===== src/rtl/hms_pkg.sv =====
// Shared types, constants and byte classifiers for the header marker stripper.
// No dependencies; every other file but hms_if.sv refers to this package by scoped names.
package hms_pkg;

  localparam int NUM_HEADERS    = 2;
  localparam int REG_HEADERS    = 2;
  localparam int NUM_MARKERS    = 2 * NUM_HEADERS;
  localparam int MAX_MARKER_LEN = 8;
  localparam int HOLD_DEPTH     = 32;
  localparam int CMDQ_DEPTH     = 2;
  localparam int OUTQ_DEPTH     = 2;

  localparam int CNT_W      = $clog2(HOLD_DEPTH + 1);
  localparam int IDX_W      = $clog2(HOLD_DEPTH);
  localparam int LEN_W      = $clog2(MAX_MARKER_LEN + 1);
  localparam int NIB_W      = 4;
  localparam int MK_IDX_W   = $clog2(NUM_MARKERS);
  localparam int HDR_W      = $clog2(NUM_HEADERS);
  localparam int CFG_IDX_W  = 3;
  localparam int CFG_DATA_W = 64;
  localparam int LENS_W     = 16;

  localparam logic [7:0] CH_UNDERSCORE = 8'h5F;
  localparam logic [7:0] CH_HYPHEN     = 8'h2D;
  localparam logic [7:0] CH_SPACE      = 8'h20;
  localparam logic [7:0] CH_TAB        = 8'h09;
  localparam logic [7:0] CH_LF         = 8'h0A;
  localparam logic [7:0] CH_CR         = 8'h0D;

  typedef logic [7:0] byte_t;
  typedef byte_t [MAX_MARKER_LEN-1:0] marker_t;

  typedef enum logic [CFG_IDX_W-1:0] {
    REG_FILTER_ENABLE  = 3'd0,
    REG_OPEN_A         = 3'd1,
    REG_CLOSE_A        = 3'd2,
    REG_OPEN_B         = 3'd3,
    REG_CLOSE_B        = 3'd4,
    REG_MARKER_LENGTHS = 3'd5
  } cfg_reg_t;

  typedef enum logic {
    OP_DATA  = 1'b0,
    OP_FLUSH = 1'b1
  } op_t;

  typedef enum logic [1:0] {
    CMD_PASS,
    CMD_DATA,
    CMD_FLUSH
  } cmd_kind_t;

  typedef struct packed {
    cmd_kind_t kind;
    byte_t     data;
  } cmd_t;

  typedef struct packed {
    marker_t [NUM_MARKERS-1:0]            bytes;
    logic    [NUM_MARKERS-1:0][LEN_W-1:0] len;
  } mk_set_t;

  typedef struct packed {
    byte_t out_byte;
    logic  run_last;
  } res_t;

  function automatic logic is_ident(byte_t b);
    return (b >= 8'h30 && b <= 8'h39) || (b >= 8'h41 && b <= 8'h5A) ||
           (b >= 8'h61 && b <= 8'h7A) || b == CH_UNDERSCORE || b == CH_HYPHEN;
  endfunction

  function automatic logic is_space(byte_t b);
    return b == CH_SPACE || b == CH_TAB || b == CH_LF || b == CH_CR;
  endfunction

endpackage


===== src/rtl/hms_if.sv =====
// Valid/ready channel interfaces for the input words and the result words.
// Depends on nothing.
interface hms_in_if;
  logic       valid;
  logic       ready;
  logic       op;
  logic [7:0] data_byte;
  modport source (output valid, output op, output data_byte, input ready);
  modport sink (input valid, input op, input data_byte, output ready);
endinterface



===== src/rtl/hms_front.sv =====
// Front end: accepts input words, classifies them and queues commands.
// Depends on hms_pkg and hms_in_if.
module hms_front (
  input  logic             clk,
  input  logic             rst_n,
  hms_in_if.sink           in_chan,
  input  logic             filter_en,
  output hms_pkg::cmd_t    cmd,
  output logic             cmd_valid,
  input  logic             cmd_pop
);

  localparam int QA_W = $clog2(hms_pkg::CMDQ_DEPTH);
  localparam int QN_W = $clog2(hms_pkg::CMDQ_DEPTH + 1);

  hms_pkg::cmd_t   q_r [hms_pkg::CMDQ_DEPTH];
  logic [QA_W-1:0] wp_r, rp_r;
  logic [QN_W-1:0] n_r;
  logic            accept, push;
  hms_pkg::cmd_t   new_cmd;

  assign in_chan.ready = (n_r != QN_W'(hms_pkg::CMDQ_DEPTH));
  assign accept = in_chan.valid && in_chan.ready;
  // disabled flush produces nothing
  assign push = accept && (filter_en || in_chan.op != hms_pkg::OP_FLUSH);

  always_comb begin
    new_cmd.data = in_chan.data_byte;
    if (!filter_en) new_cmd.kind = hms_pkg::CMD_PASS;
    else if (in_chan.op == hms_pkg::OP_FLUSH) new_cmd.kind = hms_pkg::CMD_FLUSH;
    else new_cmd.kind = hms_pkg::CMD_DATA;
  end

  assign cmd = q_r[rp_r];
  assign cmd_valid = (n_r != '0);

  always_ff @(posedge clk) begin
    if (push) q_r[wp_r] <= new_cmd;
  end

  always_ff @(posedge clk) begin
    if (!rst_n) begin
      wp_r <= '0;
      rp_r <= '0;
      n_r  <= '0;
    end else begin
      if (push) wp_r <= wp_r + QA_W'(1);
      if (cmd_pop) rp_r <= rp_r + QA_W'(1);
      n_r <= n_r + QN_W'(push) - QN_W'(cmd_pop);
    end
  end

endmodule


===== src/flat_wrapper.sv =====
// flat-port wrapper written by rule: the top's interface ports become plain ports
module hms_front_flat 
  (clk, rst_n, filter_en, cmd, cmd_valid, cmd_pop, in_chan_valid, in_chan_op, in_chan_data_byte, in_chan_ready);
  hms_in_if in_chan_i ();
  input  logic clk;
  input  logic rst_n;
  input  logic filter_en;
  output hms_pkg::cmd_t cmd;
  output logic cmd_valid;
  input  logic cmd_pop;
  input wire logic [$bits(in_chan_i.valid)-1:0] in_chan_valid;
  input wire logic [$bits(in_chan_i.op)-1:0] in_chan_op;
  input wire logic [$bits(in_chan_i.data_byte)-1:0] in_chan_data_byte;
  output wire logic [$bits(in_chan_i.ready)-1:0] in_chan_ready;
  assign in_chan_i.valid = in_chan_valid;
  assign in_chan_i.op = in_chan_op;
  assign in_chan_i.data_byte = in_chan_data_byte;
  assign in_chan_ready = in_chan_i.ready;
  hms_front u_core (.clk(clk), .rst_n(rst_n), .in_chan(in_chan_i), .filter_en(filter_en), .cmd(cmd), .cmd_valid(cmd_valid), .cmd_pop(cmd_pop));
endmodule

===== config.mk =====
export PLATFORM = sky130hd
export DESIGN_NAME = hms_front_flat
export DESIGN_NICKNAME = d
export VERILOG_FILES = /design/src/rtl/hms_pkg.sv /design/src/rtl/hms_if.sv /design/src/rtl/hms_front.sv /design/src/flat_wrapper.sv
export SDC_FILE = /design/constraint.sdc
export NUM_CORES = 1
export LEC_CHECK = 0
export ABC_AREA = 0
export ABC_CLOCK_PERIOD_IN_PS = 2300
export BUFFER_PORTS_ARGS = -buffer_cell sky130_fd_sc_hd__buf_2
export CAP_MARGIN = 20
export CORE_ASPECT_RATIO = 1.5
export CORE_MARGIN = 4
export CORE_UTILIZATION = 50
export DETAILED_ROUTE_END_ITERATION = 10
export PLACE_DENSITY = 0.84
export SETUP_SLACK_MARGIN = 0.3
export SYNTH_ARGS = -nofsm -noshare
export SYNTH_HDL_FRONTEND = slang
export SYNTH_SLANG_ARGS = --single-unit

===== constraint.sdc =====
create_clock -name clk -period 2.3 [get_ports clk]
set_clock_uncertainty 0.1 [all_clocks]
set_input_delay 0.46 -clock clk [delete_from_list [all_inputs] [get_ports clk]]
set_output_delay 0.46 -clock clk [all_outputs]
set_load 0.05 [all_outputs]

==> impl_metrics.env <==
export IMPL_irDropWorstVdd_mv=0.469
export IMPL_fin_hold_ws_ns=0.227
export IMPL_drive_above_1_share_pct=47.3
export IMPL_cp_end_kind="output pin"
export IMPL_switchingPower_uw=310
export IMPL_async_flop_share_pct=0
export IMPL_clockRootBuffer="clkbuf_4"
export IMPL_setup_viol=0
export IMPL_cts_setup_buffers=0
export IMPL_fp_dieW_microns=44.2
export IMPL_wl_microns=1580
export IMPL_comb_power_share_pct=25.8
export IMPL_hold_viol=0
export IMPL_die_h_microns=62.3
export IMPL_finalPower_uw=993
export IMPL_clock_path_buffers=2
export IMPL_seq_area_frac_synth_pct=71.2
export IMPL_fin_tns_setup_ns=0
export IMPL_slew_violations=0
export IMPL_num_io_pins=26
export IMPL_hold_path_class="primary input to flop"
export IMPL_grt_pass1_vias=627
export IMPL_htree_levels=1
export IMPL_vias=581
export IMPL_synth_top_cell_by_area="edfxtp_1"
export IMPL_n_antenna_cell=0
export IMPL_fmax_mhz=534
export IMPL_insertion_delay_ns=0.31
export IMPL_avgSynthCellArea_sq_um=16.1
export IMPL_synth_area_sq_um=983
export IMPL_grt_ovfl_total=0
export IMPL_clk_pin_slew_ns=0.12
export IMPL_synth_cell_type_count=21
export IMPL_first_iter_violations=8
export IMPL_slew_headroom_pct=76.5
export IMPL_sw_frac_of_total_pct=31.2
export IMPL_antenna_found_initial=0
export IMPL_cts_sinks=25
export IMPL_powerDensity_nw_per_um2=845
export IMPL_synth_edf_count=20
export IMPL_leakage_nw=0.464
export IMPL_synthTopCellsByCount="edfxtp_1, mux2_2, dfxtp_1"
export IMPL_ant_nets=0
export IMPL_critical_path_slowest_cell="dfxtp_4"
export IMPL_wl_per_cell_microns=14.1
export IMPL_syn_inst=61
export IMPL_crit_required_ns=1.74
export IMPL_cts_buffers=3
export IMPL_syn_nets=76
export IMPL_fp_row_count=19
export IMPL_drv_cap=0
export IMPL_p_int_uw=683
export IMPL_cp_cell_sequence="mux2_2 -> buf_2"
export IMPL_viasPerCell=5.19
export IMPL_seqPwrFrac_pct=55.7
export IMPL_fin_crit_sh_pct=81.5
export IMPL_fin_nets=107
export IMPL_yosysMostFrequentCell="edfxtp_1"
export IMPL_crit_path_max_incr_delay_ns=0.44
export IMPL_startpoint_type="flop"
export IMPL_synth_top_cells_by_area="edfxtp_1, mux2_2, dfxtp_1"
export IMPL_arrival_ns=1.31
export IMPL_status="completed"
export IMPL_start_util_pct=53.0
export IMPL_firstDrtPassIters=4
export IMPL_path_max_fanout=10
export IMPL_synth_flop_cell="edfxtp_1"
export IMPL_synth_top_area_share_pct=61.1
export IMPL_drc=0
export IMPL_grt_pass1_wl_microns=2700
export IMPL_period_minus_slack_ns=1.87
export IMPL_hold_buffers=0
export IMPL_p_clk_share_pct=18.5
export IMPL_final_util_pct=63.4
export IMPL_grt_setup_unrepaired="no"
export IMPL_track_usage_pct=13.3
export IMPL_core_sq_um=1850
export IMPL_portBuffers=25
export IMPL_tritoncts="yes"
export IMPL_hpwl_microns=1290
export IMPL_path_class="flop to output pin"
export IMPL_r2r_slack_ns=0.49
export IMPL_synth_warnings=0
export IMPL_grt_max_degree=14
export IMPL_cts_resized=1
export IMPL_worst_slack_ns=0.426
export IMPL_area_growth_pct=19.5
export IMPL_ys_ff_latch=25
export IMPL_place_ws_ns=0.315
export IMPL_die_area_sq_um=2750
export IMPL_worst_pin_slew_ns=0.351
export IMPL_nFillCells=147
[layer usage]
layer  track usage, %  share of wire, %  vias to the layer above
met3             2.89               7.8                        3
li1                 -                 -                      281
met4             7.92               2.2                        0
met1             12.8                33                      272
met5                0                 0                        -
met2             23.9                57                       25
[per-stage QoR]
stage	std cells	cell area, sq um
after floorplan	61	983
after global placement	108	1140
after detailed placement	108	1140
after CTS	112	1170
after global routing	112	1170
final	112	1170
[logic make-up (layout without fill, tap and decap cells)]
logic type      count (synthesis)  count (layout)  synth area share [%]
fa+ha+maj                       1               1                  1.27
flops                          25              25                  71.2
buf+inv                         4              34                  1.65
compound gates                  3               3                  2.03
mux                            11              11                  12.5
simple gates                   15              15                  9.54
xor+xnor                        2               2                  1.78
[registers in the layout (all words and copies together) (netlist names), named ones only]
name	cells
u_core.rp_r	1
u_core.q_r	20
u_core.wp_r	1
u_core.n_r	2
[critical path: cells and delay by family, from the launching register on]
| family | cells | cell delay, ns |
|---|---|---|
| flops | 1 | 0.44 |
| mux | 1 | 0.35 |
| buf+inv | 1 | 0.21 |
[final timing paths]
check        depth (start not counted)            startpoint                to
max                                  2                  flop            cmd[8]
min                                  1  in_chan_data_byte[5]  u_core.q_r[0][5]
max reg2reg                          5         u_core.n_r[0]     u_core.n_r[1]
min reg2reg                          2           u_core.wp_r       u_core.wp_r
[cell type report]
cell class | count | area [sq um] | share of cell area [%]
clock buffers | 4 | 26.3 | 2.24
flip-flops and latches | 25 | 704 | 60.0
multi-input cells | 32 | 267 | 22.7
well taps | 21 | 26.3 | 2.24
repair buffers | 27 | 140 | 11.9
inverters | 3 | 11.3 | 0.958
[placed cells by master (no fill, tap or decap), drive strengths merged]
cell     n
and3     1
ha       1
or4      1
and2     3
mux2    10
mux2i    1
xnor2    1
nand2    2
xor2     1
dfxtp    5
nand3b   1
nor2     2
clkbuf   4
nand2b   1
buf     27
nor2b    3
o31ai    2
or2      1
edfxtp  20
inv      3
a21oi    1
[power by group through the flow]
stage | clock [mW] | combinational (mW) | sequential [mW]
global route | 0.212 | 0.272 | 0.558
finish | 0.184 | 0.256 | 0.553
CTS | 0.194 | 0.259 | 0.554
detailed placement | 0 | 0.258 | 0.564
global placement | 0 | 0.248 | 0.560
floorplan | 0 | 0.203 | 0.553
Note: power is estimated with default switching activity, not from simulation.
