<file path="src/rtl/hms_pkg.sv">
// Shared types, constants and byte classifiers for the header marker stripper.
// No dependencies; every other file but hms_if.sv refers to this package by scoped names.
package hms_pkg;

  localparam int NUM_HEADERS    = 2;
  localparam int REG_HEADERS    = 2;
  localparam int NUM_MARKERS    = 2 * NUM_HEADERS;
  localparam int MAX_MARKER_LEN = 8;
  localparam int HOLD_DEPTH     = 32;
  localparam int CMDQ_DEPTH     = 2;
  localparam int OUTQ_DEPTH     = 2;

  localparam int CNT_W      = $clog2(HOLD_DEPTH + 1);
  localparam int IDX_W      = $clog2(HOLD_DEPTH);
  localparam int LEN_W      = $clog2(MAX_MARKER_LEN + 1);
  localparam int NIB_W      = 4;
  localparam int MK_IDX_W   = $clog2(NUM_MARKERS);
  localparam int HDR_W      = $clog2(NUM_HEADERS);
  localparam int CFG_IDX_W  = 3;
  localparam int CFG_DATA_W = 64;
  localparam int LENS_W     = 16;

  localparam logic [7:0] CH_UNDERSCORE = 8'h5F;
  localparam logic [7:0] CH_HYPHEN     = 8'h2D;
  localparam logic [7:0] CH_SPACE      = 8'h20;
  localparam logic [7:0] CH_TAB        = 8'h09;
  localparam logic [7:0] CH_LF         = 8'h0A;
  localparam logic [7:0] CH_CR         = 8'h0D;

  typedef logic [7:0] byte_t;
  typedef byte_t [MAX_MARKER_LEN-1:0] marker_t;

  typedef enum logic [CFG_IDX_W-1:0] {
    REG_FILTER_ENABLE  = 3'd0,
    REG_OPEN_A         = 3'd1,
    REG_CLOSE_A        = 3'd2,
    REG_OPEN_B         = 3'd3,
    REG_CLOSE_B        = 3'd4,
    REG_MARKER_LENGTHS = 3'd5
  } cfg_reg_t;

  typedef enum logic {
    OP_DATA  = 1'b0,
    OP_FLUSH = 1'b1
  } op_t;

  typedef enum logic [1:0] {
    CMD_PASS,
    CMD_DATA,
    CMD_FLUSH
  } cmd_kind_t;

  typedef struct packed {
    cmd_kind_t kind;
    byte_t     data;
  } cmd_t;

  typedef struct packed {
    marker_t [NUM_MARKERS-1:0]            bytes;
    logic    [NUM_MARKERS-1:0][LEN_W-1:0] len;
  } mk_set_t;

  typedef struct packed {
    byte_t out_byte;
    logic  run_last;
  } res_t;

  function automatic logic is_ident(byte_t b);
    return (b >= 8'h30 && b <= 8'h39) || (b >= 8'h41 && b <= 8'h5A) ||
           (b >= 8'h61 && b <= 8'h7A) || b == CH_UNDERSCORE || b == CH_HYPHEN;
  endfunction

  function automatic logic is_space(byte_t b);
    return b == CH_SPACE || b == CH_TAB || b == CH_LF || b == CH_CR;
  endfunction

endpackage

</file>
<file path="src/rtl/hms_if.sv">


interface hms_out_if;
  logic       valid;
  logic       ready;
  logic [7:0] out_byte;
  logic       run_last;
  modport source (output valid, output out_byte, output run_last, input ready);
  modport sink (input valid, input out_byte, input run_last, output ready);
endinterface

</file>
<file path="src/rtl/hms_out_buf.sv">
// Two-word result queue driving the output channel.
// Depends on hms_pkg and hms_out_if.
module hms_out_buf (
  input  logic           clk,
  input  logic           rst_n,
  input  hms_pkg::res_t  res,
  input  logic           res_push,
  output logic           res_full,
  hms_out_if.source      out_chan
);

  localparam int QA_W = $clog2(hms_pkg::OUTQ_DEPTH);
  localparam int QN_W = $clog2(hms_pkg::OUTQ_DEPTH + 1);

  hms_pkg::res_t   q_r [hms_pkg::OUTQ_DEPTH];
  logic [QA_W-1:0] wp_r, rp_r;
  logic [QN_W-1:0] n_r;
  logic            pop;

  assign res_full = (n_r == QN_W'(hms_pkg::OUTQ_DEPTH));
  assign out_chan.valid = (n_r != '0);
  assign out_chan.out_byte = q_r[rp_r].out_byte;
  assign out_chan.run_last = q_r[rp_r].run_last;
  assign pop = out_chan.valid && out_chan.ready;

  always_ff @(posedge clk) begin
    if (res_push) q_r[wp_r] <= res;
  end

  always_ff @(posedge clk) begin
    if (!rst_n) begin
      wp_r <= '0;
      rp_r <= '0;
      n_r  <= '0;
    end else begin
      if (res_push) wp_r <= wp_r + QA_W'(1);
      if (pop) rp_r <= rp_r + QA_W'(1);
      n_r <= n_r + QN_W'(res_push) - QN_W'(pop);
    end
  end

endmodule

</file>
<file path="src/flat_wrapper.sv">
// flat-port wrapper written by rule: the top's interface ports become plain ports
module hms_out_buf_flat 
  (clk, rst_n, res, res_push, res_full, out_chan_valid, out_chan_out_byte, out_chan_run_last, out_chan_ready);
  hms_out_if out_chan_i ();
  input  logic clk;
  input  logic rst_n;
  input  hms_pkg::res_t res;
  input  logic res_push;
  output logic res_full;
  output wire logic [$bits(out_chan_i.valid)-1:0] out_chan_valid;
  output wire logic [$bits(out_chan_i.out_byte)-1:0] out_chan_out_byte;
  output wire logic [$bits(out_chan_i.run_last)-1:0] out_chan_run_last;
  input wire logic [$bits(out_chan_i.ready)-1:0] out_chan_ready;
  assign out_chan_valid = out_chan_i.valid;
  assign out_chan_out_byte = out_chan_i.out_byte;
  assign out_chan_run_last = out_chan_i.run_last;
  assign out_chan_i.ready = out_chan_ready;
  hms_out_buf u_core (.clk(clk), .rst_n(rst_n), .res(res), .res_push(res_push), .res_full(res_full), .out_chan(out_chan_i));
endmodule
</file>
<file path="config.mk">
export PLATFORM = sky130hd
export DESIGN_NAME = hms_out_buf_flat
export DESIGN_NICKNAME = d
export VERILOG_FILES = /design/src/rtl/hms_pkg.sv /design/src/rtl/hms_if.sv /design/src/rtl/hms_out_buf.sv /design/src/flat_wrapper.sv
export SDC_FILE = /design/constraint.sdc
export NUM_CORES = 1
export LEC_CHECK = 0
export BUFFER_PORTS_ARGS = -buffer_cell sky130_fd_sc_hd__buf_2
export CAP_MARGIN = 20
export CORE_MARGIN = 1
export CORE_UTILIZATION = 53
export DETAILED_ROUTE_END_ITERATION = 10
export PLACE_DENSITY = 0.87
export REMOVE_ABC_BUFFERS = 1
export SYNTH_ARGS = -nofsm -noshare
export SYNTH_HDL_FRONTEND = slang
export SYNTH_SLANG_ARGS = --single-unit
</file>
<file path="constraint.sdc">
create_clock -name clk -period 2.3 [get_ports clk]
set_input_delay 0.23 -clock clk [delete_from_list [all_inputs] [get_ports clk]]
set_output_delay 0.23 -clock clk [all_outputs]
set_load 0.05 [all_outputs]
</file>
==> impl_metrics.ini, run 1 <==
[outcome]
status = finished clean

[cts]
root_buffer = clkbuf_4
h-tree-depth = 1
clock_latency_ns = 0.30
cts_buffers = 3
clk_pin_slew_worst_paths_ns = 0.11
postCtsSetupBuffers = 0
cts_resized = 0
cts_max_path_buffers = 2
clkSinkCount = 23
cts_hold_buf = 0
cts_tree = done

[timing]
worst_pin_slew_ns = 0.478
period_minus_slack_ns = 1.69
rsz0062_at_grt = no
finalMaxSlewViolations = 0
final.period_utilization_pct = 73.4
maxClockFrequency_mhz = 593
relSlewSlack_pct = 68.1
hold_viol_final = 0
fin_tns_setup_ns = 0
hold_ws_ns = 0.109
final-setup-viol-count = 0
finClkSkew_ns = 0.00293

[worst_setup_path]
r2r_start = u_core.n_r[1]
setup.worst_path.start_class = flop
worstPathCellList = mux2_1, buf_2
crit_slowest_cell = dfxtp_1
path_depth = 2
reg2reg_setup_slack_ns = 0.81
critPathMaxFanout = 9
criticalPathCategory = reg2out
critPathBufInv = 1
cp_top_family = flip-flops
endpoint_kind = primary output
critPathMaxStageDelay_ns = 0.58
arrival_ns = 1.46
rr_endpoint = u_core.n_r[1]
setup.worst_path.end = out_chan_run_last
r2r_cells = 6
cp.required_ns = 2.07

[cells_and_area]
seq_area_sq_um = 641
drive_gt1_share_pct = 35.9
fillCellCount = 110
layout_common_cells = buf_2, edfxtp_1, mux2_1, dfxtp_1, nor2b_1
area_delta_synth_final_pct = 18.4
multi_input_area_sq_um = 239
fin_cells = 94
layout_commonest_cell = buf_2
finish.instance_area_sq_um = 1060
diodes = 0
layout.nets = 94

[die]
rows = 14
die_w_microns = 43.0
start_util_pct = 57.9
io_pins = 24
chipHeight_microns = 43.0
core_sq_um = 1540
die-area_sq_um = 1850

[placed_design]
place_inst = 90
postPlaceCellArea_sq_um = 1030
io_buffers = 23
gp_congestion = 0.679
place_hpwl_microns = 927

[yosys]
yosysUniqueCellTypes = 15
synth-seq-cells = 23
synthCells = 51
ys_seq_area_share_pct = 71.8
avgSynthCellArea_sq_um = 17.5
yosysWarningCount = 0
syn_area_sq_um = 892

[detailed_routing]
via_count = 488
wl_per_cell_microns = 13.7
routed_wl_microns = 1280
drt_iter0_drc = 7
ant_nets = 0
drc_errors = 0
vias_per_cell = 5.19
first_pass_iters = 2

[pwr]
cellPowerDensity_nw_per_um2 = 1090
irDropWorstVdd_mv = 0.522
total_power_mw = 1.15
leakage_nw = 0.430

[grt]
grt_pass1_wl_microns = 2030
gr-total-overflow = 0
first_global_vias = 502
grt_usage_pct = 15.2
grt_max_degree = 13
antenna_found_initial = 0

[min_path]
hp-class = in2reg

[job]
max-cap-violations = 0
-- metal layers --
layer / track usage [%] / wire length, microns / share of wire (%) / vias to the layer above
met5: 0 / 0 / 0 / -
met4: 5.45 / 25 / 1.9 / 0
met3: 2.98 / 67 / 5.2 / 4
met2: 27.3 / 712 / 55 / 14
met1: 18.1 / 479 / 37 / 231
li1: - / - / - / 239
-- how the worst min path moves through the flow --
stage	slack, ns	start	depth (start not counted)	to
after CTS	0.11	res[5]	1	u_core.q_r[1][5]
after detailed placement	0.42	res[7]	1	u_core.q_r[0][7]
after global routing	0.10	res[6]	1	u_core.q_r[1][6]
final	0.11	res[7]	1	u_core.q_r[0][7]
after floorplan	0.33	res[0]	0	u_core.q_r[0][0]
after global placement	0.42	res[7]	1	u_core.q_r[0][7]
-- power breakdown --
part	leakage (nW)	switching [mW]	total, mW	internal [mW]
clock	0.0150	0.109	0.177	0.0676
sequential	0.210	0.0378	0.534	0.496
combinational	0.205	0.284	0.441	0.157
total	0.430	0.431	1.15	0.721
-- sequential cells by signal (all words and copies together), names as in the netlist, named ones only --
signal	cells
u_core.q_r	18
u_core.n_r	2
u_core.rp_r	1
u_core.wp_r	1
-- stage by stage --
| step | util (%) | worst slack, ns |
|---|---|---|
| after floorplan | - | 0.950 |
| after global placement | 66.8 | 0.929 |
| after detailed placement | 66.8 | 0.857 |
| after CTS | 68.5 | 0.578 |
| after global routing | 68.5 | 0.507 |
| final | 68.5 | 0.612 |
-- final cells by class --
class                      instances  share of cell area (%)
sequential                        23                    60.7
timing repair buffer              24                    11.6
inverter                           2                   0.711
multi-input combinational         25                    22.6
clock buffer                       4                    2.49
tap                               16                    1.90
-- logic make-up (layout without fill, tap and decap cells) --
logic type | after synthesis | count (layout) | share of synthesized area, %
muxes | 11 | 11 | 13.6
AOI/OAI and AO/OA | 2 | 2 | 1.82
and+or+nand+nor | 9 | 9 | 6.03
DFF | 23 | 23 | 71.8
adders and majority gates | 2 | 2 | 2.80
buffers and inverters | 3 | 30 | 1.40
xor gates and xnor gates | 1 | 1 | 2.52
-- synthesized netlist by cell type (all sizes together) --
| cell | n | area [sq um] |
|---|---|---|
| and2 | 2 | 12.5 |
| buf | 1 | 5.00 |
| dfxtp | 5 | 100 |
| edfxtp | 18 | 541 |
| ha | 2 | 25.0 |
| inv | 2 | 7.51 |
| mux2 | 9 | 101 |
| mux2i | 2 | 20.0 |
| nand2 | 1 | 3.75 |
| nand2b | 1 | 6.26 |
| nor2b | 4 | 25.0 |
| o21a | 2 | 16.3 |
| or2 | 1 | 6.26 |
| xnor3 | 1 | 22.5 |
Note: power is estimated with default switching activity, not from simulation.
==> inputs of run 2 (changes only) <==
Settings changed: CORE_UTILIZATION 53 to 44, PLACE_DENSITY 0.87 to 0.78.
Clock period 2.3 ns to 1.51 ns, I/O delays scaled along.
==> run 2 against run 1 <==
Sequential power grew 56%. Global-route usage fell by 1.8 points. Hold slack got worse by 0.077 ns. Routed wire length grew 1.4%. Combinational power rose by 59%. First-iteration DRC count up 71%. Design area is 4.3% higher. Clock power is 51% higher.
==> impl_metrics.ini, run 2 (synthesized netlist as in run 1, its figures left out) <==
[detailed_routing]
vias_per_cell = 4.80
drc_errors = 0
first_pass_iters = 4
drt_iter0_drc = 12
ant_nets = 0
routed_wl_microns = 1300
via_count = 499
wl_per_cell_microns = 12.5

[die]
die-area_sq_um = 2210
start_util_pct = 49.0
rows = 15
chipHeight_microns = 47.0
die_w_microns = 47.0
io_pins = 24
core_sq_um = 1820

[pwr]
irDropWorstVdd_mv = 0.858
total_power_mw = 1.80
cellPowerDensity_nw_per_um2 = 1630
leakage_nw = 0.441

[cts]
clkSinkCount = 23
h-tree-depth = 1
cts_tree = done
cts_buffers = 3
root_buffer = clkbuf_4
clk_pin_slew_worst_paths_ns = 0.12
cts_max_path_buffers = 2
cts_hold_buf = 0
clock_latency_ns = 0.30

[cells_and_area]
finish.instance_area_sq_um = 1100
layout_common_cells = buf_2, edfxtp_1, mux2_1, nor2b_1, clkbuf_4
diodes = 0
layout.nets = 95
largest_reg_flops = 18
fin_cells = 104
reg_top3 = u_core.q_r x18, u_core.n_r x2
layout_commonest_cell = buf_2
area_delta_synth_final_pct = 23.4
largest-register = u_core.q_r
drive_gt1_share_pct = 43.0

[grt]
grt_pass1_wl_microns = 1910
grt_max_degree = 14
antenna_found_initial = 0
grt_usage_pct = 13.4
first_global_vias = 473
gr-total-overflow = 0

[worst_setup_path]
arrival_ns = 1.29
cp.required_ns = 1.36
setup.worst_path.start_class = flop
r2r_cells = 6
critPathMaxFanout = 9
endpoint_kind = primary output
criticalPathCategory = reg2out

[placed_design]
place_hpwl_microns = 987
io_buffers = 23
postPlaceCellArea_sq_um = 1050
gp_congestion = 0.620
place_inst = 100
place_ws_ns = 0.0811

[timing]
finClkSkew_ns = 0.00267
final-setup-viol-count = 0
maxClockFrequency_mhz = 693
final.period_utilization_pct = 95.6
worst_pin_slew_ns = 0.453
period_minus_slack_ns = 1.44
setup_ws_ns = 0.0660
hold_viol_final = 0
relSlewSlack_pct = 69.8
rsz0062_at_grt = yes
finalMaxSlewViolations = 0

[job]
max-cap-violations = 0

[min_path]
min_delay_path_depth = 1
hp-class = in2reg

[outcome]
status = finished clean
## run 2: changes by cell type in the layout (fill, tap and decap cells not counted), sizes merged
cell,previous run,this run
buf,24,25
clkbuf,4,3
clkinv,0,1
## run 2: cell type report
type | count | area [sq um]
tap | 25 | 31.3
timing repair buffer | 25 | 130
sequential | 23 | 647
clock buffer | 3 | 22.5
fill | 153 | 719
multi-input combinational | 25 | 258
clock inverter | 1 | 5.00
inverter | 2 | 7.51
## run 2: per-layer routing
metal | GRT usage [%] | vias up | part of all wire [%]
met2 | 24.4 | 15 | 53
met3 | 3.85 | 2 | 6.2
met1 | 13.9 | 239 | 40
met4 | 6.86 | 0 | 0.77
met5 | 0 | - | 0
li1 | - | 243 | -
## run 2: critical path, stage by stage (launching register included)
cell and delay [ns]:
dfxtp_4 0.44, mux2_1 0.34, buf_2 0.22
## run 2: through the flow
stage | TNS [ns] | util (%) | hold slack [ns]
6_report | 0 | 60.5 | 0.0325
3_3_place_gp | 0 | 57.6 | 0.340
4_1_cts | 0 | 59.3 | 0.0218
5_1_grt | -0.000153 | 60.5 | 0.0160
2_1_floorplan | 0 | - | 0.250
3_5_place_dp | 0 | 57.6 | 0.342
## run 2: path summary, 6_finish.rpt
| kind | startpoint | end | slack, ns |
|---|---|---|---|
| worst max-delay path | flop | out_chan_out_byte[1] | 0.07 |
| worst min-delay path | res[7] | u_core.q_r[1][7] | 0.03 |
| worst max register to register | u_core.n_r[1] | u_core.n_r[1] | 0.13 |
| worst min register to register | u_core.rp_r | flop | 0.52 |
## run 2: what timing repair did
item	4_1_cts	5_1_grt
buffers inserted	0	0
gates resized for setup	2	4
cloned	0	0
setup endpoints to repair	9	2
## run 2: power by group
group	internal (mW)	switching, mW	leakage, nW	total, mW
sequential	0.766	0.0645	0.212	0.831
combinational	0.263	0.436	0.211	0.699
clock	0.0985	0.168	0.0177	0.267
total	1.13	0.669	0.441	1.80
