===== config.mk =====
export PLATFORM = sky130hd
export DESIGN_NAME = hms_cfg_regs
export DESIGN_NICKNAME = d
export VERILOG_FILES = /design/src/rtl/hms_pkg.sv /design/src/rtl/hms_cfg_regs.sv
export SDC_FILE = /design/constraint.sdc
export NUM_CORES = 1
export LEC_CHECK = 0
export BUFFER_PORTS_ARGS = -buffer_cell sky130_fd_sc_hd__buf_2
export CORE_MARGIN = 1.5
export CORE_UTILIZATION = 35
export CTS_BUF_LIST = sky130_fd_sc_hd__clkbuf_16
export DETAILED_ROUTE_END_ITERATION = 8
export GPL_ROUTABILITY_DRIVEN = 0
export MAX_ROUTING_LAYER = met4
export PLACE_DENSITY = 0.68
export SLEW_MARGIN = 20
export SYNTH_ARGS = -nofsm -noshare
export SYNTH_HDL_FRONTEND = slang
export SYNTH_SLANG_ARGS = --single-unit
export TNS_END_PERCENT = 1

===== constraint.sdc =====
create_clock -name clk -period 10.2 [get_ports clk]
set_clock_uncertainty 0.05 [all_clocks]
set_input_delay 1.02 -clock clk [delete_from_list [all_inputs] [get_ports clk]]
set_output_delay 1.02 -clock clk [all_outputs]
set_load 0.02 [all_outputs]

===== src/rtl/hms_pkg.sv =====
// Shared types, constants and byte classifiers for the header marker stripper.
// No dependencies; every other file but hms_if.sv refers to this package by scoped names.
package hms_pkg;

  localparam int NUM_HEADERS    = 2;
  localparam int REG_HEADERS    = 2;
  localparam int NUM_MARKERS    = 2 * NUM_HEADERS;
  localparam int MAX_MARKER_LEN = 8;
  localparam int HOLD_DEPTH     = 32;
  localparam int CMDQ_DEPTH     = 2;
  localparam int OUTQ_DEPTH     = 2;

  localparam int CNT_W      = $clog2(HOLD_DEPTH + 1);
  localparam int IDX_W      = $clog2(HOLD_DEPTH);
  localparam int LEN_W      = $clog2(MAX_MARKER_LEN + 1);
  localparam int NIB_W      = 4;
  localparam int MK_IDX_W   = $clog2(NUM_MARKERS);
  localparam int HDR_W      = $clog2(NUM_HEADERS);
  localparam int CFG_IDX_W  = 3;
  localparam int CFG_DATA_W = 64;
  localparam int LENS_W     = 16;

  localparam logic [7:0] CH_UNDERSCORE = 8'h5F;
  localparam logic [7:0] CH_HYPHEN     = 8'h2D;
  localparam logic [7:0] CH_SPACE      = 8'h20;
  localparam logic [7:0] CH_TAB        = 8'h09;
  localparam logic [7:0] CH_LF         = 8'h0A;
  localparam logic [7:0] CH_CR         = 8'h0D;

  typedef logic [7:0] byte_t;
  typedef byte_t [MAX_MARKER_LEN-1:0] marker_t;

  typedef enum logic [CFG_IDX_W-1:0] {
    REG_FILTER_ENABLE  = 3'd0,
    REG_OPEN_A         = 3'd1,
    REG_CLOSE_A        = 3'd2,
    REG_OPEN_B         = 3'd3,
    REG_CLOSE_B        = 3'd4,
    REG_MARKER_LENGTHS = 3'd5
  } cfg_reg_t;

  typedef enum logic {
    OP_DATA  = 1'b0,
    OP_FLUSH = 1'b1
  } op_t;

  typedef enum logic [1:0] {
    CMD_PASS,
    CMD_DATA,
    CMD_FLUSH
  } cmd_kind_t;

  typedef struct packed {
    cmd_kind_t kind;
    byte_t     data;
  } cmd_t;

  typedef struct packed {
    marker_t [NUM_MARKERS-1:0]            bytes;
    logic    [NUM_MARKERS-1:0][LEN_W-1:0] len;
  } mk_set_t;

  typedef struct packed {
    byte_t out_byte;
    logic  run_last;
  } res_t;

  function automatic logic is_ident(byte_t b);
    return (b >= 8'h30 && b <= 8'h39) || (b >= 8'h41 && b <= 8'h5A) ||
           (b >= 8'h61 && b <= 8'h7A) || b == CH_UNDERSCORE || b == CH_HYPHEN;
  endfunction

  function automatic logic is_space(byte_t b);
    return b == CH_SPACE || b == CH_TAB || b == CH_LF || b == CH_CR;
  endfunction

endpackage


===== src/rtl/hms_cfg_regs.sv =====
// Configuration registers and the derived marker table (clamped lengths).
// Depends on hms_pkg.
module hms_cfg_regs (
  input  logic                                clk,
  input  logic                                rst_n,
  input  logic                                cfg_we,
  input  logic [hms_pkg::CFG_IDX_W-1:0]       cfg_idx,
  input  logic [hms_pkg::CFG_DATA_W-1:0]      cfg_wdata,
  output logic                                filter_en,
  output hms_pkg::mk_set_t                    markers
);

  logic                             en_r;
  logic [hms_pkg::CFG_DATA_W-1:0]   mk_r [2*hms_pkg::REG_HEADERS];
  logic [hms_pkg::LENS_W-1:0]       lens_r;

  always_ff @(posedge clk) begin
    if (!rst_n) begin
      en_r   <= 1'b0;
      lens_r <= '0;
      for (int k = 0; k < 2*hms_pkg::REG_HEADERS; k++) mk_r[k] <= '0;
    end else if (cfg_we) begin
      unique case (hms_pkg::cfg_reg_t'(cfg_idx))
        hms_pkg::REG_FILTER_ENABLE:  en_r   <= cfg_wdata[0];
        hms_pkg::REG_OPEN_A:         mk_r[0] <= cfg_wdata;
        hms_pkg::REG_CLOSE_A:        mk_r[1] <= cfg_wdata;
        hms_pkg::REG_OPEN_B:         mk_r[2] <= cfg_wdata;
        hms_pkg::REG_CLOSE_B:        mk_r[3] <= cfg_wdata;
        hms_pkg::REG_MARKER_LENGTHS: lens_r <= cfg_wdata[hms_pkg::LENS_W-1:0];
        default: ;
      endcase
    end
  end

  assign filter_en = en_r;

  always_comb begin
    logic [hms_pkg::NIB_W-1:0] nib;
    markers = '0;
    nib = '0;
    for (int k = 0; k < hms_pkg::NUM_MARKERS; k++) begin
      if (k < 2*hms_pkg::REG_HEADERS) begin
        nib = lens_r[hms_pkg::NIB_W*k +: hms_pkg::NIB_W];
        markers.bytes[k] = mk_r[k];
        markers.len[k] = (nib > hms_pkg::NIB_W'(hms_pkg::MAX_MARKER_LEN)) ?
                         hms_pkg::LEN_W'(hms_pkg::MAX_MARKER_LEN) : hms_pkg::LEN_W'(nib);
      end
    end
  end

endmodule


==> run_results.csv, run 1 <==
group,metric,value,unit
outcome,status,"finished, final reports clean",
critical_path,worstPathMaxFanout,65,
cells_and_area,drive_above_1_share,0.396,
logic_synthesis,yosysWarningCount,0,
power,p_int,1.92,mW
sta,worstMarginPinSlew,1.08,ns
power,ir_drop,0.000114,V
global_routing,grt.total_usage,0.184,
critical_path,crit_type,"input pin to flop",
logic_synthesis,syn_nets,804,
logic_synthesis,synth_top_family_by_area,"simple AND/OR/NAND/NOR gates",
global_routing,grt.overflow.total,0,
routing,drcViolationCount,0,
critical_path,rr_worst_depth,2,
floorplanning,io_pins,343,
hold_path,hp-class,"flop to flop",
cells_and_area,final_area,13400,um^2
clock_tree,cts_buffers,28,
logic_synthesis,ys_types,19,
logic_synthesis,synth_mux_area_frac,0.0163,
logic_synthesis,syn_area,10500,um^2
place,place_ws,6.34,ns
logic_synthesis,synth-adder-area-share,0,
critical_path,slowest_stage,"o21ai_4",
clock_tree,root_buffer,"clkbuf_16",
logic_synthesis,synth_seq_cells,273,
clock_tree,path_clk_slew,0.06,ns
critical_path,crit_family,"compound AO/OA/AOI/OAI gates",
place,portBuffers,342,
cells_and_area,nets,1118,
sta,fin_crit,3.19,ns
sta,drv_slew,0,
flow_run,drv_cap,0,
routing,drtIter0Drc,527,
critical_path,regToRegEndpoint,"lens_r[15]",
critical_path,critPathLaunch,"cfg_we",
sta,setup_viol,0,
power,switching_share,0.251,
power,p_leak,5.26,nW
critical_path,end_kind,"flop",
cells_and_area,area_delta_synth_final,27.8,%
power,pwr-share-comb,0.110,
critical_path,crit_chain,"buf_2, nand2_4, o21ai_4, buf_4",
sta,fin_crit_sh,0.313,
routing,wl,28600,um
logic_synthesis,synth-xor-area-share,0,
routing,dr.pass1.iters,5,
power,p_seq_frac,0.513,
logic_synthesis,synth-seq-area-share,0.767,
sta,fin_setup_tns,0,ns
logic_synthesis,synthCells,734,
logic_synthesis,yosys.area_share.simple,0.163,
clock_tree,numClockSinks,273,
place,dpl.hpwl,18200,um
routing,postRouteAntennaNets,0,
logic_synthesis,synth-compound-area-share,0.000956,
critical_path,worst-path-buf-inv,2,
place,place_area,12500,um^2
sta,hold_viol_final,0,
sta,rsz0062_at_grt,"false",
clock_tree,cts_resized,0,
floorplanning,num_rows,63,
logic_synthesis,syn_area_per_cell,14.3,um^2
critical_path,crit_cells,4,
routing,routedWlPerCell,19.6,um
global_routing,grt_max_degree,77,
sta,setup_ws,7.01,ns
power,power.density,192,nW/um^2
floorplanning,die-area,31000,um^2
critical_path,worstPathArrival,3.31,ns
clock_tree,cts_hold_buf,0,
critical_path,r2r_setup_slack,9.42,ns
clock_tree,post_cts_buffers,0,
global_routing,grt_pass1_vias,7106,
power,switching_power,644,uW
clock_tree,clock_latency,0.53,ns
floorplanning,fp.dieH,176,um
critical_path,crit_required,10.32,ns
floorplanning,die_w,176,um
floorplanning,core_area,29600,um^2
global_routing,antenna_found_initial,1,
critical_path,timing.rr.start,"lens_r[15]",
cells_and_area,final_util,0.452,
sta,fmax,313,MHz
floorplanning,start_util,0.354,
critical_path,cpPeakStageDelay,0.98,ns
clock_tree,cts_tree,"built",
global_routing,grt_first_pass_wirelength,42100,um
clock_tree,cts_buffer_depth,3,
power,power,2.57,mW
routing,via_per_inst,4.87,
sta,maxSlewHeadroom,0.279,
routing,vias,7114,
clock_tree,ctsHtreeMaxLevel,1,
power,clock_power_share,0.378,
critical_path,endpoint,"mk_r[2][45]",
critical_path,startpoint_type,"input pin",
==> flip-flops by register name, indices dropped and copies added (netlist names) <==
signal / flops
mk_r: 256
filter_en: 1
lens_r: 16
==> placed cells by master (no fill, tap or decap), types with 2 or more instances in the layout <==
| cell type | n |
|---|---|
| buf_2 | 342 |
| buf_4 | 8 |
| bufinv_16 | 2 |
| clkbuf_16 | 29 |
| clkinv_1 | 7 |
| clkinv_2 | 4 |
| dfxtp_1 | 17 |
| edfxtp_1 | 256 |
| inv_1 | 74 |
| mux2i_1 | 17 |
| nand2_1 | 33 |
| nand2_4 | 3 |
| nand4bb_4 | 2 |
| nor2b_1 | 12 |
| nor3_1 | 226 |
| nor3_2 | 30 |
| o21ai_4 | 2 |
==> metrics by stage <==
step | cells | hold WS, ns
floorplan | 734 | 0.380
global placement | 1408 | 0.390
detailed placement | 1408 | 0.396
CTS | 1460 | 0.408
global route | 1461 | 0.423
finish | 1461 | 0.405
==> final cells by class <==
| type | instances | area [um^2] |
|---|---|---|
| clock inverters | 23 | 144 |
| repair buffers | 350 | 1770 |
| diodes | 1 | 2.50 |
| multi-input cells | 330 | 1970 |
| inverters | 65 | 246 |
| well taps | 390 | 488 |
| clock buffers | 29 | 726 |
| fillers | 2686 | 16200 |
| flip-flops and latches | 273 | 8030 |
==> cells by family after synthesis <==
group | after synthesis
multiplexers | 17
flip-flops | 273
AND/OR/NAND/NOR | 311
buffers and inverters | 131
AO/OA/AOI/OAI | 2
==> metal layers <==
layer	vias to the layer above	routed length [um]	GRT usage
li1	3288	-	-
met1	3483	11600	0.220
met2	302	14300	0.311
met3	41	2200	0.0422
met4	0	588	0.0538
met5	-	0	-
==> cell usage after synthesis <==
library cell / number / area share
buf_2: 34 / 0.016
inv_1: 65 / 0.023
mux2i_1: 17 / 0.016
nand4bb_1: 2 / 0.0022
nor4b_1: 1 / 0.00084
buf_4: 2 / 0.0014
nand2b_1: 2 / 0.0012
buf_1: 8 / 0.0029
and4b_1: 1 / 0.00096
nor3_2: 30 / 0.029
nand2_1: 36 / 0.013
clkbuf_1: 20 / 0.0072
edfxtp_1: 256 / 0.73
nor2b_1: 12 / 0.0072
buf_6: 2 / 0.0022
dfxtp_1: 17 / 0.033
nor3_1: 226 / 0.11
o21ai_0: 2 / 0.00096
nand3b_1: 1 / 0.00072
==> power groups by stage <==
| stage | sequential [mW] | combinational (mW) | clock, mW |
|---|---|---|---|
| 6_report | 1.32 | 0.282 | 0.970 |
| 3_3_place_gp | 1.34 | 0.282 | 0 |
| 3_5_place_dp | 1.34 | 0.286 | 0 |
| 4_1_cts | 1.32 | 0.286 | 0.986 |
| 2_1_floorplan | 1.44 | 0.0703 | 0 |
| 5_1_grt | 1.32 | 0.299 | 1.02 |
==> worst min-delay path by stage <==
stage	cells past startpoint	from	slack, ns	to
detailed placement	2	lens_r[1]	0.40	lens_r[1]
floorplan	2	lens_r[0]	0.38	lens_r[0]
finish	2	lens_r[1]	0.40	lens_r[1]
global placement	2	lens_r[12]	0.39	lens_r[12]
global route	2	lens_r[4]	0.42	lens_r[4]
CTS	2	lens_r[1]	0.41	lens_r[1]
==> tightest hold or removal path: stages (launching register included) <==
cell and delay [ns]:
dfxtp_1 0.31, nand2_1 0.05, mux2i_1 0.05
Note: power is estimated with default switching activity, not from simulation.
==> run 2, diff against run 1 <==
--- a/config.mk
+++ b/config.mk
@@ -5,6 +5,7 @@
 export SDC_FILE = /design/constraint.sdc
 export NUM_CORES = 1
 export LEC_CHECK = 0
+export ABC_AREA = 1
 export BUFFER_PORTS_ARGS = -buffer_cell sky130_fd_sc_hd__buf_2
 export CORE_MARGIN = 1.5
 export CORE_UTILIZATION = 35
@@ -12,7 +13,7 @@
 export DETAILED_ROUTE_END_ITERATION = 8
 export GPL_ROUTABILITY_DRIVEN = 0
 export MAX_ROUTING_LAYER = met4
-export PLACE_DENSITY = 0.68
+export PLACE_DENSITY = 0.71
 export SLEW_MARGIN = 20
 export SYNTH_ARGS = -nofsm -noshare
 export SYNTH_HDL_FRONTEND = slang
==> constraint.sdc (replaced) <==
create_clock -name clk -period 2.75 [get_ports clk]
set_clock_uncertainty 0.05 [all_clocks]
set_input_delay 0.275 -clock clk [delete_from_list [all_inputs] [get_ports clk]]
set_output_delay 0.275 -clock clk [all_outputs]
set_load 0.02 [all_outputs]
==> run 2 against run 1 <==
Synthesized cell count is 1.4% higher. Sequential share of layout area increased by 2.1 points. Utilization rose by 1.1 points. Largest cell class unchanged. Count of clock-buffer cells in the layout decreased by 2. Total power increased to 3.5 times the previous value. Critical path depth unchanged.
==> run_results.csv, run 2 <==
group,metric,value,unit
sta,setup_viol,0,
floorplanning,start_util,0.357,
critical_path,crit_required,2.42,ns
cells_and_area,mostFrequentLayoutCells,"342 x buf_2, 302 x nor2_1, 256 x edfxtp_1",
clock_tree,cts_buffers,27,
routing,drcViolationCount,0,
logic_synthesis,synthCells,744,
critical_path,rr_worst_depth,2,
routing,via_per_inst,4.54,
clock_tree,cts_resized,0,
global_routing,grt_pass1_vias,6367,
sta,rsz0062_at_grt,"false",
place,dpl.hpwl,16800,um
power,ir_drop,0.000343,V
logic_synthesis,synth_top_area_cell,"edfxtp_1",
global_routing,antenna_found_initial,1,
logic_synthesis,synth_ff_type,"edfxtp_1",
clock_tree,cts_tree,"built",
logic_synthesis,synth-seq-area-share,0.808,
place,place_area,12100,um^2
cells_and_area,ff_latch_area,8030,um^2
global_routing,grt.overflow.total,0,
critical_path,startpoint_type,"flop",
cells_and_area,final_util,0.464,
power,power.density,705,nW/um^2
cells_and_area,regMostFlops,"mk_r",
clock_tree,numClockSinks,273,
routing,wl,25600,um
logic_synthesis,synth_commonest_cells,"302 x nor2_1, 256 x edfxtp_1, 76 x inv_1",
critical_path,crit_family,"flip-flops",
floorplanning,io_pins,343,
sta,drv_slew,0,
clock_tree,root_buffer,"clkbuf_16",
critical_path,worstPathArrival,1.38,ns
critical_path,worst-path-buf-inv,1,
cells_and_area,final_area,12900,um^2
critical_path,end_kind,"primary output",
critical_path,crit_chain,"nor2_1, nand2_1, a21boi_0, buf_2",
critical_path,crit_type,"flop to primary output",
global_routing,grt_max_degree,65,
power,p_leak,5.67,nW
global_routing,grt_first_pass_wirelength,36000,um
hold_path,hp-class,"input pin to flop",
floorplanning,core_area,27900,um^2
clock_tree,post_cts_buffers,0,
sta,hold_ws,0.0318,ns
hold_path,hold_path_depth,3,
clock_tree,clock_latency,0.52,ns
logic_synthesis,synth.area.top_cells,"edfxtp_1 77%, nor2_1 11%, dfxtp_1 3.4%, inv_1 2.9%, nand2_1 1.0%",
logic_synthesis,async_flop_share,0,
critical_path,worstPathMaxFanout,3,
floorplanning,fp.dieH,172,um
floorplanning,num_rows,61,
clock_tree,cts_buffer_depth,3,
logic_synthesis,synth_seq_cells,273,
logic_synthesis,syn_nets,814,
logic_synthesis,synth_edf_count,256,
clock_tree,ctsHtreeMaxLevel,1,
clock_tree,cts_hold_buf,0,
cells_and_area,nets,1162,
clock_tree,path_clk_slew,0.06,ns
critical_path,slowest_stage,"dfxtp_1",
cells_and_area,area_delta_synth_final,30.0,%
cells_and_area,layout.cells.most_common,"buf_2",
logic_synthesis,yosysWarningCount,0,
global_routing,grt.total_usage,0.169,
routing,postRouteAntennaNets,0,
sta,maxSlewHeadroom,0.432,
flow_run,drv_cap,0,
logic_synthesis,syn_area_per_cell,13.4,um^2
logic_synthesis,yosysMostFrequentCell,"nor2_1",
logic_synthesis,synth_top_area_share,0.773,
critical_path,crit_cells,4,
sta,fmax,587,MHz
sta,worstMarginPinSlew,0.853,ns
sta,fin_setup_tns,0,ns
cells_and_area,fillers,2495,
sta,fin_crit,1.70,ns
floorplanning,die_w,172,um
cells_and_area,drive_above_1_share,0.360,
floorplanning,die-area,29400,um^2
routing,vias,6770,
sta,fin_crit_sh,0.619,
logic_synthesis,syn_area,9940,um^2
cells_and_area,multi_input_area,1480,um^2
place,portBuffers,342,
routing,routedWlPerCell,17.2,um
critical_path,cpPeakStageDelay,0.33,ns
sta,hold_viol_final,0,
critical_path,r2r_setup_slack,2.03,ns
logic_synthesis,ys_types,18,
outcome,status,"finished, final reports clean",
routing,dr.pass1.iters,6,
routing,drtIter0Drc,536,
cells_and_area,largest_register_ffs,256,
## run 2: kinds of logic (layout without fill, tap and decap cells)
| logic type | Yosys count | in the layout | synth area share |
|---|---|---|---|
| AO/OA/AOI/OAI | 3 | 3 | 0.00201 |
| flip-flops | 273 | 273 | 0.808 |
| other | 0 | 1 | 0 |
| buffers and inverters | 113 | 481 | 0.0485 |
| AND/OR/NAND/NOR | 355 | 355 | 0.142 |
## run 2: final cells by class
class                           instances  share of cell area
Clock buffer                           27              0.0523
Antenna cell                            1            0.000194
Inverter                               78              0.0227
Clock inverter                         22             0.00745
Tap cell                              378              0.0366
Multi-Input combinational cell        358               0.114
Timing Repair Buffer                  354               0.145
Sequential cell                       273               0.621
## run 2: through the flow
stage | setup WS, ns | cells | power [mW]
2_1_floorplan | 0.0149 | 744 | 5.53
3_3_place_gp | 0.806 | 1441 | 5.94
3_5_place_dp | 0.758 | 1441 | 5.96
4_1_cts | 1.03 | 1490 | 9.19
5_1_grt | 0.865 | 1491 | 9.42
6_report | 1.05 | 1491 | 9.12
## run 2: final timing paths
check           endpoint     startpoint
max           markers[0]      lens_r[2]
min          mk_r[3][49]  cfg_wdata[49]
max reg2reg    lens_r[7]      lens_r[7]
min reg2reg   lens_r[13]     lens_r[13]
## run 2: per-layer routing
metal,vias to the layer above,share of wire,track usage
met5,-,0,-
met4,0,0.024,0.0511
met3,46,0.081,0.0306
met2,352,0.48,0.284
met1,3237,0.41,0.209
li1,3135,-,-
## run 2: power by group
| group | total, mW | internal, mW | switching, mW | leakage, nW |
|---|---|---|---|---|
| clock | 3.25 | 1.77 | 1.48 | 0.416 |
| sequential | 4.89 | 4.81 | 0.0827 | 2.61 |
| combinational | 0.971 | 0.261 | 0.710 | 2.65 |
## run 2: tightest hold or removal path, delay by kind of cell
kind,cells,cell delay (ns)
simple gates,1,0.09
buf+inv,2,0.13
==> run 3, diff against run 2 <==
==> constraint.sdc (replaced) <==
create_clock -name clk -period 1.5 [get_ports clk]
set_clock_uncertainty 0.05 [all_clocks]
set_input_delay 0.15 -clock clk [delete_from_list [all_inputs] [get_ports clk]]
set_output_delay 0.15 -clock clk [all_outputs]
set_load 0.02 [all_outputs]
==> run 3 against run 2 <==
Sequential share of layout area decreased by 4.4 points. Hold slack improved by 0.014 ns. Design area increased by 7.7%. Clock power increased by 95%. Utilization increased by 3.6 points. Flip-flop and latch count unchanged. Global-route usage increased by 1.5 points. Count of clock-buffer cells in the layout increased by 1.
==> run_results.csv, run 3 (synthesized netlist as in run 2, its figures left out) <==
group,metric,value,unit
critical_path,end_kind,"primary output",
cells_and_area,regMostFlops,"mk_r",
clock_tree,ctsHtreeMaxLevel,1,
sta,worstMarginPinSlew,0.342,ns
clock_tree,cts_buffer_depth,3,
global_routing,grt.busiest_layer,"met2",
cells_and_area,nets,1247,
sta,setup_viol,0,
routing,drtIter0Drc,554,
critical_path,timing.rr.start,"lens_r[11]",
sta,maxSlewHeadroom,0.772,
place,portBuffers,342,
sta,drv_slew,0,
clock_tree,cts_tree,"built",
floorplanning,num_rows,61,
cells_and_area,mostFrequentLayoutCells,"340 x buf_2, 301 x nor2_1, 256 x edfxtp_1",
hold_path,hp-class,"input pin to flop",
place,place_ws,0.0124,ns
cells_and_area,fillers,2416,
cells_and_area,final_util,0.500,
global_routing,grt_first_pass_wirelength,39900,um
global_routing,grt_max_degree,65,
sta,hold_viol_final,0,
clock_tree,post_cts_buffers,0,
cells_and_area,area_delta_synth_final,40.1,%
place,place_area,12400,um^2
power,ir_drop,0.000791,V
sta,fin_crit_sh,0.999,
critical_path,cpPeakStageDelay,0.32,ns
critical_path,slowest_stage,"dfxtp_2",
global_routing,use_met3,0.0364,
cells_and_area,diodes,0,
critical_path,rr_worst_depth,2,
routing,postRouteAntennaNets,0,
hold_path,hold_path_depth,6,
power,clock_power_share,0.366,
floorplanning,die-area,29400,um^2
global_routing,grt_pass1_vias,7120,
critical_path,worstPathArrival,1.30,ns
global_routing,grt_use_met1,0.217,
clock_tree,cts_buffers,28,
critical_path,startpoint_type,"flop",
routing,vias,7155,
global_routing,grt.total_usage,0.184,
sta,setup_ws,0.00201,ns
flow_run,drv_cap,0,
routing,wl,27400,um
cells_and_area,largest_register_ffs,256,
global_routing,grt_util_met2,0.317,
critical_path,crit_type,"flop to primary output",
clock_tree,root_buffer,"clkbuf_16",
sta,fin_crit,1.50,ns
routing,via_per_inst,4.54,
sta,fin_setup_tns,0,ns
place,dpl.hpwl,18000,um
critical_path,worstPathMaxFanout,3,
hold_path,min-delay-start,"cfg_we",
critical_path,regToRegEndpoint,"lens_r[11]",
power,switching_share,0.248,
critical_path,r2r_setup_slack,0.84,ns
global_routing,antenna_found_initial,0,
floorplanning,die_w,172,um
floorplanning,io_pins,343,
power,switching_power,4.29,mW
routing,dr.pass1.iters,5,
cells_and_area,drive_above_1_share,0.354,
power,p_leak,6.12,nW
routing,routedWlPerCell,17.4,um
cells_and_area,layout.cells.most_common,"buf_2",
outcome,status,"finished, final reports clean",
sta,rsz0062_at_grt,"true",
critical_path,crit_required,1.30,ns
clock_tree,numClockSinks,273,
global_routing,grt.overflow.total,0,
floorplanning,start_util,0.357,
floorplanning,core_area,27900,um^2
clock_tree,path_clk_slew,0.06,ns
sta,fmax,668,MHz
power,pwr-share-comb,0.116,
hold_path,hold_end,"filter_en",
critical_path,crit_chain,"nor2_1, nand2_1, a21boi_1, buf_4",
routing,drcViolationCount,0,
clock_tree,clock_latency,0.53,ns
power,p_int,13.0,mW
power,p_seq_frac,0.519,
floorplanning,fp.dieH,172,um
cells_and_area,final_area,13900,um^2
power,power.density,1240,nW/um^2
## run 3: cell type report
type | count | area, um^2 | share of cell area
clock buffer | 28 | 701 | 0.0503
clock inverter | 22 | 135 | 0.00970
inverter | 78 | 293 | 0.0210
multi-input combinational | 358 | 1490 | 0.107
sequential | 273 | 8030 | 0.577
tap | 378 | 473 | 0.0340
timing repair buffer | 438 | 2800 | 0.201
## run 3: metrics by stage
stage                     hold slack, ns  total power, mW  cells
after floorplan                    0.336             10.1    744
after global placement             0.414             11.0   1459
after detailed placement           0.430             11.0   1459
after CTS                         0.0151             17.4   1575
after global routing              0.0980             17.9   1575
final                             0.0457             17.3   1575
## run 3: worst max path at each step
| stage | start | endpoint | slack (ns) |
|---|---|---|---|
| global route | lens_r[2] | markers[0] | -0.07 |
| finish | lens_r[2] | markers[0] | 0.002 |
| floorplan | cfg_we | mk_r[3][0] | -0.19 |
| global placement | cfg_idx[0] | mk_r[0][23] | 0.09 |
| CTS | lens_r[2] | markers[0] | -0.01 |
| detailed placement | cfg_idx[2] | mk_r[2][60] | 0.01 |
## run 3: per-layer routing
| metal | wire length [um] | up-vias |
|---|---|---|
| li1 | - | 3308 |
| met1 | 10800 | 3443 |
| met2 | 13800 | 341 |
| met3 | 1960 | 63 |
| met4 | 736 | 0 |
| met5 | 0 | - |
## run 3: critical path, delay by kind of cell, from the launching register on
family / cells / cell delay [ns]
buf+inv: 1 / 0.16
flops: 1 / 0.32
compound gates: 1 / 0.13
simple gates: 2 / 0.15
## run 3: power groups by stage
stage          clock (mW)  combinational (mW)  sequential, mW
2_1_floorplan           0               0.377            9.75
3_3_place_gp            0                1.86            9.11
3_5_place_dp            0                1.88            9.12
4_1_cts              6.46                2.02            8.97
5_1_grt              6.75                2.13            9.01
6_report             6.33                2.00            8.97
## run 3: timing repair
item,4_1_cts,5_1_grt
gates resized for setup,6,1
hold buffers,66,0
setup endpoints to repair,2,9
endpoints found under the hold margin,264,0
pin swaps,0,1
